==> config.mk <==
export PLATFORM = sky130hd
export DESIGN_NAME = amdf_ctrl
export DESIGN_NICKNAME = d
export VERILOG_FILES = /design/src/rtl/amdf_pkg.sv /design/src/rtl/amdf_ctrl.sv
export SDC_FILE = /design/constraint.sdc
export NUM_CORES = 1
export LEC_CHECK = 0
export ABC_AREA = 1
export BUFFER_PORTS_ARGS = -buffer_cell sky130_fd_sc_hd__buf_2
export CAP_MARGIN = 20
export CORE_AREA = 2 2 39 41
export DETAILED_ROUTE_END_ITERATION = 8
export DIE_AREA = 0 0 41 43
export PLACE_DENSITY = 0.65
export SLEW_MARGIN = 20
export SYNTH_ARGS = -nofsm -noshare
export SYNTH_HDL_FRONTEND = slang
export SYNTH_SLANG_ARGS = --single-unit
==> constraint.sdc <==
create_clock -name clk -period 1.75 [get_ports clk]
set_input_delay 0 -clock clk [delete_from_list [all_inputs] [get_ports clk]]
set_output_delay 0 -clock clk [all_outputs]
set_load 0.005 [all_outputs]
==> src/rtl/amdf_pkg.sv <==
// Shared types, state codes and sizes for the AMDF pitch tracker.
// Used by amdf_ctrl, amdf_dp and the top level; depends on nothing.
package amdf_pkg;

	localparam int DEPTH      = 2048;
	localparam int ADDR_W     = 11;
	localparam int SAMPLE_W   = 16;
	localparam int PER_W      = 11;
	localparam int MAX_LAG    = 1024;
	localparam int SUM_W      = 27;
	localparam int SQ_W       = 41;
	localparam int DIV_STEPS  = 41;
	localparam int SQRT_STEPS = 21;
	localparam int CNT_W      = 6;

	localparam logic [3:0] ST_IDLE = 4'd0;
	localparam logic [3:0] ST_CLR  = 4'd1;
	localparam logic [3:0] ST_AMDF = 4'd2;
	localparam logic [3:0] ST_MOVE = 4'd3;
	localparam logic [3:0] ST_MED  = 4'd4;
	localparam logic [3:0] ST_RMS  = 4'd5;
	localparam logic [3:0] ST_DIVR = 4'd6;
	localparam logic [3:0] ST_SQRT = 4'd7;
	localparam logic [3:0] ST_DIVF = 4'd8;
	localparam logic [3:0] ST_OUT  = 4'd9;

	localparam logic [1:0] REG_RATE = 2'd0;
	localparam logic [1:0] REG_MIN  = 2'd1;
	localparam logic [1:0] REG_MAX  = 2'd2;

	typedef struct packed {
		logic [3:0] op;
		logic       start;
	} cmd_t;

	typedef struct packed {
		logic done;
		logic bad;
		logic frame_end;
		logic per_zero;
		logic restart;
		logic out_free;
	} stat_t;

	function automatic logic [PER_W-1:0] median3(input logic [PER_W-1:0] a,
		input logic [PER_W-1:0] b, input logic [PER_W-1:0] c);
		logic [PER_W-1:0] lo, hi, m;
		lo = (a < b) ? a : b;
		hi = (a < b) ? b : a;
		m  = (hi < c) ? hi : c;
		return (lo > m) ? lo : m;
	endfunction

endpackage

==> src/rtl/amdf_ctrl.sv <==
// Sequencer: clears after reset or period write; steps each item via
// search/move/median (frames), RMS, divide, sqrt. Uses amdf_pkg.
module amdf_ctrl (
	input  logic           clk,
	input  logic           arst_n,
	input  amdf_pkg::stat_t stat,
	input  logic           s_tvalid,
	output logic           s_tready,
	output amdf_pkg::cmd_t cmd
);

	logic [3:0] state_q, nxt;
	logic       start_q;

	assign s_tready  = (state_q == amdf_pkg::ST_IDLE);
	assign cmd.op    = state_q;
	assign cmd.start = start_q;

	always_comb begin
		nxt = state_q;
		if (stat.restart) begin
			nxt = amdf_pkg::ST_CLR;
		end else begin
			unique case (state_q)
				amdf_pkg::ST_IDLE: begin
					if (s_tvalid) begin
						if (stat.bad) nxt = amdf_pkg::ST_OUT;
						else if (stat.frame_end) nxt = amdf_pkg::ST_AMDF;
						else nxt = amdf_pkg::ST_RMS;
					end
				end
				amdf_pkg::ST_CLR:  if (stat.done) nxt = amdf_pkg::ST_IDLE;
				amdf_pkg::ST_AMDF: if (stat.done) nxt = amdf_pkg::ST_MOVE;
				amdf_pkg::ST_MOVE: if (stat.done) nxt = amdf_pkg::ST_MED;
				amdf_pkg::ST_MED:  nxt = amdf_pkg::ST_RMS;
				amdf_pkg::ST_RMS: begin
					if (stat.per_zero) nxt = amdf_pkg::ST_OUT;
					else if (stat.done) nxt = amdf_pkg::ST_DIVR;
				end
				amdf_pkg::ST_DIVR: if (stat.done) nxt = amdf_pkg::ST_SQRT;
				amdf_pkg::ST_SQRT: if (stat.done) nxt = amdf_pkg::ST_DIVF;
				amdf_pkg::ST_DIVF: if (stat.done) nxt = amdf_pkg::ST_OUT;
				amdf_pkg::ST_OUT:  if (stat.out_free) nxt = amdf_pkg::ST_IDLE;
				default: nxt = amdf_pkg::ST_IDLE;
			endcase
		end
	end

	always_ff @(posedge clk or negedge arst_n) begin
		if (!arst_n) begin
			state_q <= amdf_pkg::ST_CLR;
			start_q <= 1'b1;
		end else begin
			state_q <= nxt;
			start_q <= (nxt != state_q) || stat.restart;
		end
	end

endmodule

-- Word-level counts from Yosys, hierarchy flattened
Cells that the tools add are included.
- $add $sub $neg: 0
- $mul: 0
- divide/modulo/power cells: 0
- order comparisons: 0
- equality and inequality tests: 10
- shifts and indexed selects: 0
- muxes and demuxes: 14
- bitwise operators: 0
- reductions and logical operators: 2
- operators with widths (cell ; count):
    $mux W4 ; 12
    $pmux W4 S10 ; 1
    $eq A4 B3 Y1 const B ; 4
    $eq A4 B2 Y1 const B ; 2
    $eq A4 B4 Y1 const B ; 2
    $eq A4 B1 Y1 const B ; 1
    $logic_not A4 Y1 ; 1
    $ne A4 B4 Y1 ; 1
    $mux W3 ; 1
    $logic_or A1 B1 Y1 ; 1
- flip-flop bits (word level): 5
- latch bits: 0
- memory bits (writable): 0
- memory bits (read-only): 0
- input port bits: 9
- output and inout port bits: 6
- word-level logic and storage cells: 28
- memories kept: 0

-- Longest topological paths before layout
- word-level depth: 7
- mapped depth: 13
- gate-level depth less buffers: 12

-- Least setup slack after synthesis
OpenSTA, ideal clock, no wires.
- path type: register to register
- start point: register state_q[0]
- end point: register start_q
- data arrival time: 1.353 ns
- setup slack: 0.320 ns
- cell stages (with the launch flop): 13
- path buffers: 1
- path through: dfstp_2 -> buf_4 -> nand2_1 -> inv_2 -> nand2_1 -> o21ai_0 -> nand2_1 -> nand3_1 -> nand2_1 -> nand2_1 -> nand2_1 -> nor2_1 -> nand2_1
- word-level cells in the longest chain between the ends: 6
- elaborated cells on any way between the ends: 24
- those cells by class: eq/ne: 10; mux: 12; reduce/logical: 2
- RTL lines (what ; line ; text):
    start, declared ; amdf_ctrl.sv:12 ; logic [3:0] state_q, nxt;
    start signal, assigned ; amdf_ctrl.sv:51 ; state_q <= amdf_pkg::ST_CLR;
    start signal, assigned ; amdf_ctrl.sv:54 ; state_q <= nxt;
    $mux W4 ; amdf_ctrl.sv:38 ; else if (stat.done) nxt = amdf_pkg::ST_DIVR;
    $mux W4 ; amdf_ctrl.sv:37 ; if (stat.per_zero) nxt = amdf_pkg::ST_OUT;
    $pmux W4 S10 ; amdf_ctrl.sv:24 ; unique case (state_q)
    $mux W4 ; amdf_ctrl.sv:21 ; if (stat.restart) begin
    $ne A4 B4 Y1 * ; amdf_ctrl.sv:55 ; start_q <= (nxt != state_q) || stat.restart;
    $logic_or A1 B1 Y1 * ; amdf_ctrl.sv:55 ;
    end signal, assigned ; amdf_ctrl.sv:55 ;
    end, declared ; amdf_ctrl.sv:13 ; logic start_q;
Every way passes the cells marked *; elsewhere a longest branch is shown, timed or not.

-- Worst setup path in the final report
Ends and elaborated chain as after synthesis.

==> impl_metrics.ini <==
[run_status]
status = finished clean

[die]
rows = 14
core_area_sq_mm = 0.00138
die_x_um = 41
boundaryPins = 15
dieArea_sq_mm = 0.00176
die_h_um = 43
start_util_pct = 39.7

[sta]
final.setup.worst_slack_ns = 0.196
slew-limit-headroom_pct = 79.8
fmax_ghz = 0.644
drv_slew = 0
finalSetupTns_ns = 0
setup_viol = 0
final_hold_viol_count = 0
finalClockSkew_ns = 0.00713
period_minus_slack_ns = 1.55
fin_crit_sh_pct = 88.8
tightest_slew_ns = 0.302
rsz0062_at_grt = false

[cts]
cts_tree = built
cts.htree.levels = 1
cts_root_buf = clkbuf_4
cts_buffer_depth = 2
clock_sinks = 5
numCtsBuffers = 3
insertion_delay_ns = 0.24
clk_pin_slew_ns = 0.05

[setup_path]
cp-end-kind = flip-flop
path_max_fanout = 8
path_class = flip-flop to flip-flop
crit_path_end = start_q
required_ns = 1.92
cp.arrival_ns = 1.72
worstRegToRegCells = 8
start_kind = flip-flop
r2r-start = state_q[0]
reg2reg_slack_ns = 0.20
cp-startpoint = state_q[0]
reg2reg_to = start_q

[grt]
overflow = 0
busiest_layer = met2
grtUsageMet2_pct = 29.7
use_met3_pct = 8.38
grt_max_degree = 10
grt_use_met1_pct = 23.1
grt_first_pass_wirelength_mm = 2.29
grt_antenna_before_repair = 0
grt_pass1_vias = 584
grt_usage_pct = 19.0

[routing]
antenna_left = 0
detail_route.iter0.violations = 17
vias = 675
dr.pass1.iters = 4
drc_errors = 0
wl_mm = 1.35
via_per_inst = 4.89
wire_per_inst_um = 9.79

[yosys]
synth_fp_nets = 113
ys_seq_area_share_pct = 23.2
synth_cells = 104
ys.warnings.count = 0
ys_top_cells_by_area = nand2_1 30%, dfrtp_1 14%, nand3_1 12%
synth_area_sq_um = 549
yosysTopAreaCell = nand2_1
yosys_register_bits = 5
synth_area_per_cell_sq_um = 5.28
netlist.area_leader.share_pct = 30.1
yosysUniqueCellTypes = 14

[layout]
drive_gt1_share_pct = 25.4
areaGrowthSynthToFinish_pct = 22.6
insertedDiodeCount = 0
nFillCells = 159
nets = 132
fin_area_sq_um = 673

[placed_design]
globalplace.congestion = 0.914
post_dp_cell_area_sq_um = 624
pre_cts_ws_ns = 0.198
port_buffers = 14
place_hpwl_mm = 1.10

[pwr]
cellPowerDensity_mw_per_mm2 = 659
design_power_total_mw = 0.443
cellLeakagePower_nw = 0.438
peakVddDrop_v = 0.000609

[flow_run]
drv_cap = 0

[hold_path]
hold_path_class = primary input to flip-flop
synth_stat cells:
cell type   n
nand4_1     1
o21ai_0     5
inv_2       4
dfrtp_1     3
nor2_1      8
nor2_2      3
a21boi_0    1
dfstp_2     2
nand2_1    44
buf_4       2
nand3_1    13
inv_1      15
nand2_2     2
nor3_1      1
layout make-up:
cell class,count,area [sq um],share of cell area (%)
multi-input combinational,78,340,50.6
sequential,5,128,19.0
timing repair buffer,16,87.6,13.0
inverter,19,71.3,10.6
clock buffer,4,26.3,3.90
tap,16,20.0,2.97
state kept, by name (all words and copies together), names as in the netlist:
signal,cells
state_q,4
start_q,1
metal layers:
layer	wire length [um]	share of wire (%)	vias up
met2	694	51	33
li1	-	-	351
met1	545	40	289
met4	6	0.44	0
met5	0	0	-
met3	105	7.8	2
worst max-delay path: stages (launching register included):
cell and delay, ns:
dfstp_2 0.61, inv_1 0.11, nand3_1 0.10, a21boi_0 0.22, nand3_1 0.12, nand3_1 0.09, nand2_1 0.06, nor2_2 0.11
nand2_1 0.05
stage by stage:
stage	hold WS [ns]	instances	utilization, %
global placement	-0.182	132	45.1
finish	0.0909	138	48.6
floorplan	-0.296	104	-
CTS	0.0940	137	47.7
detailed placement	-0.182	132	45.1
global route	0.122	138	48.6
logic make-up (layout without fill, tap and decap cells):
| group | Yosys count | in the layout | share of synthesized area, % |
|---|---|---|---|
| simple gates | 72 | 72 | 55.1 |
| buf+inv | 21 | 39 | 15.7 |
| compound gates | 6 | 6 | 5.92 |
| flops | 5 | 5 | 23.2 |
power by group:
| group | switching (mW) | internal [mW] | total [mW] |
|---|---|---|---|
| sequential | 0.0170 | 0.135 | 0.152 |
| clock | 0.0486 | 0.0863 | 0.135 |
| combinational | 0.0945 | 0.0617 | 0.156 |
worst min-delay path by stage:
stage,startpoint,endpoint,slack (ns),cells after the start
finish,stat[1],state_q[0],0.09,3
global route,arst_n,state_q[1],0.12,2
CTS,stat[1],state_q[0],0.09,3
detailed placement,arst_n,state_q[1],-0.18,1
global placement,arst_n,state_q[1],-0.18,1
floorplan,arst_n,state_q[1],-0.30,0
placed cells by master (no fill, tap or decap), drive strengths merged, types with 2 or more instances in the layout:
cell type | Yosys | final
buf | 2 | 15
clkbuf | 0 | 4
dfrtp | 3 | 3
dfstp | 2 | 2
inv | 19 | 19
nand2 | 46 | 46
nand3 | 13 | 13
nor2 | 11 | 11
o21ai | 5 | 5
timing repair:
action / in CTS / in global routing
setup endpoints to repair: 0 / 1
hold buffers: 1 / 0
resized for setup: 0 / 2
setup buffers: 0 / 1
hold endpoints to repair: 5 / 0
Power figures use the tool's default switching activity.
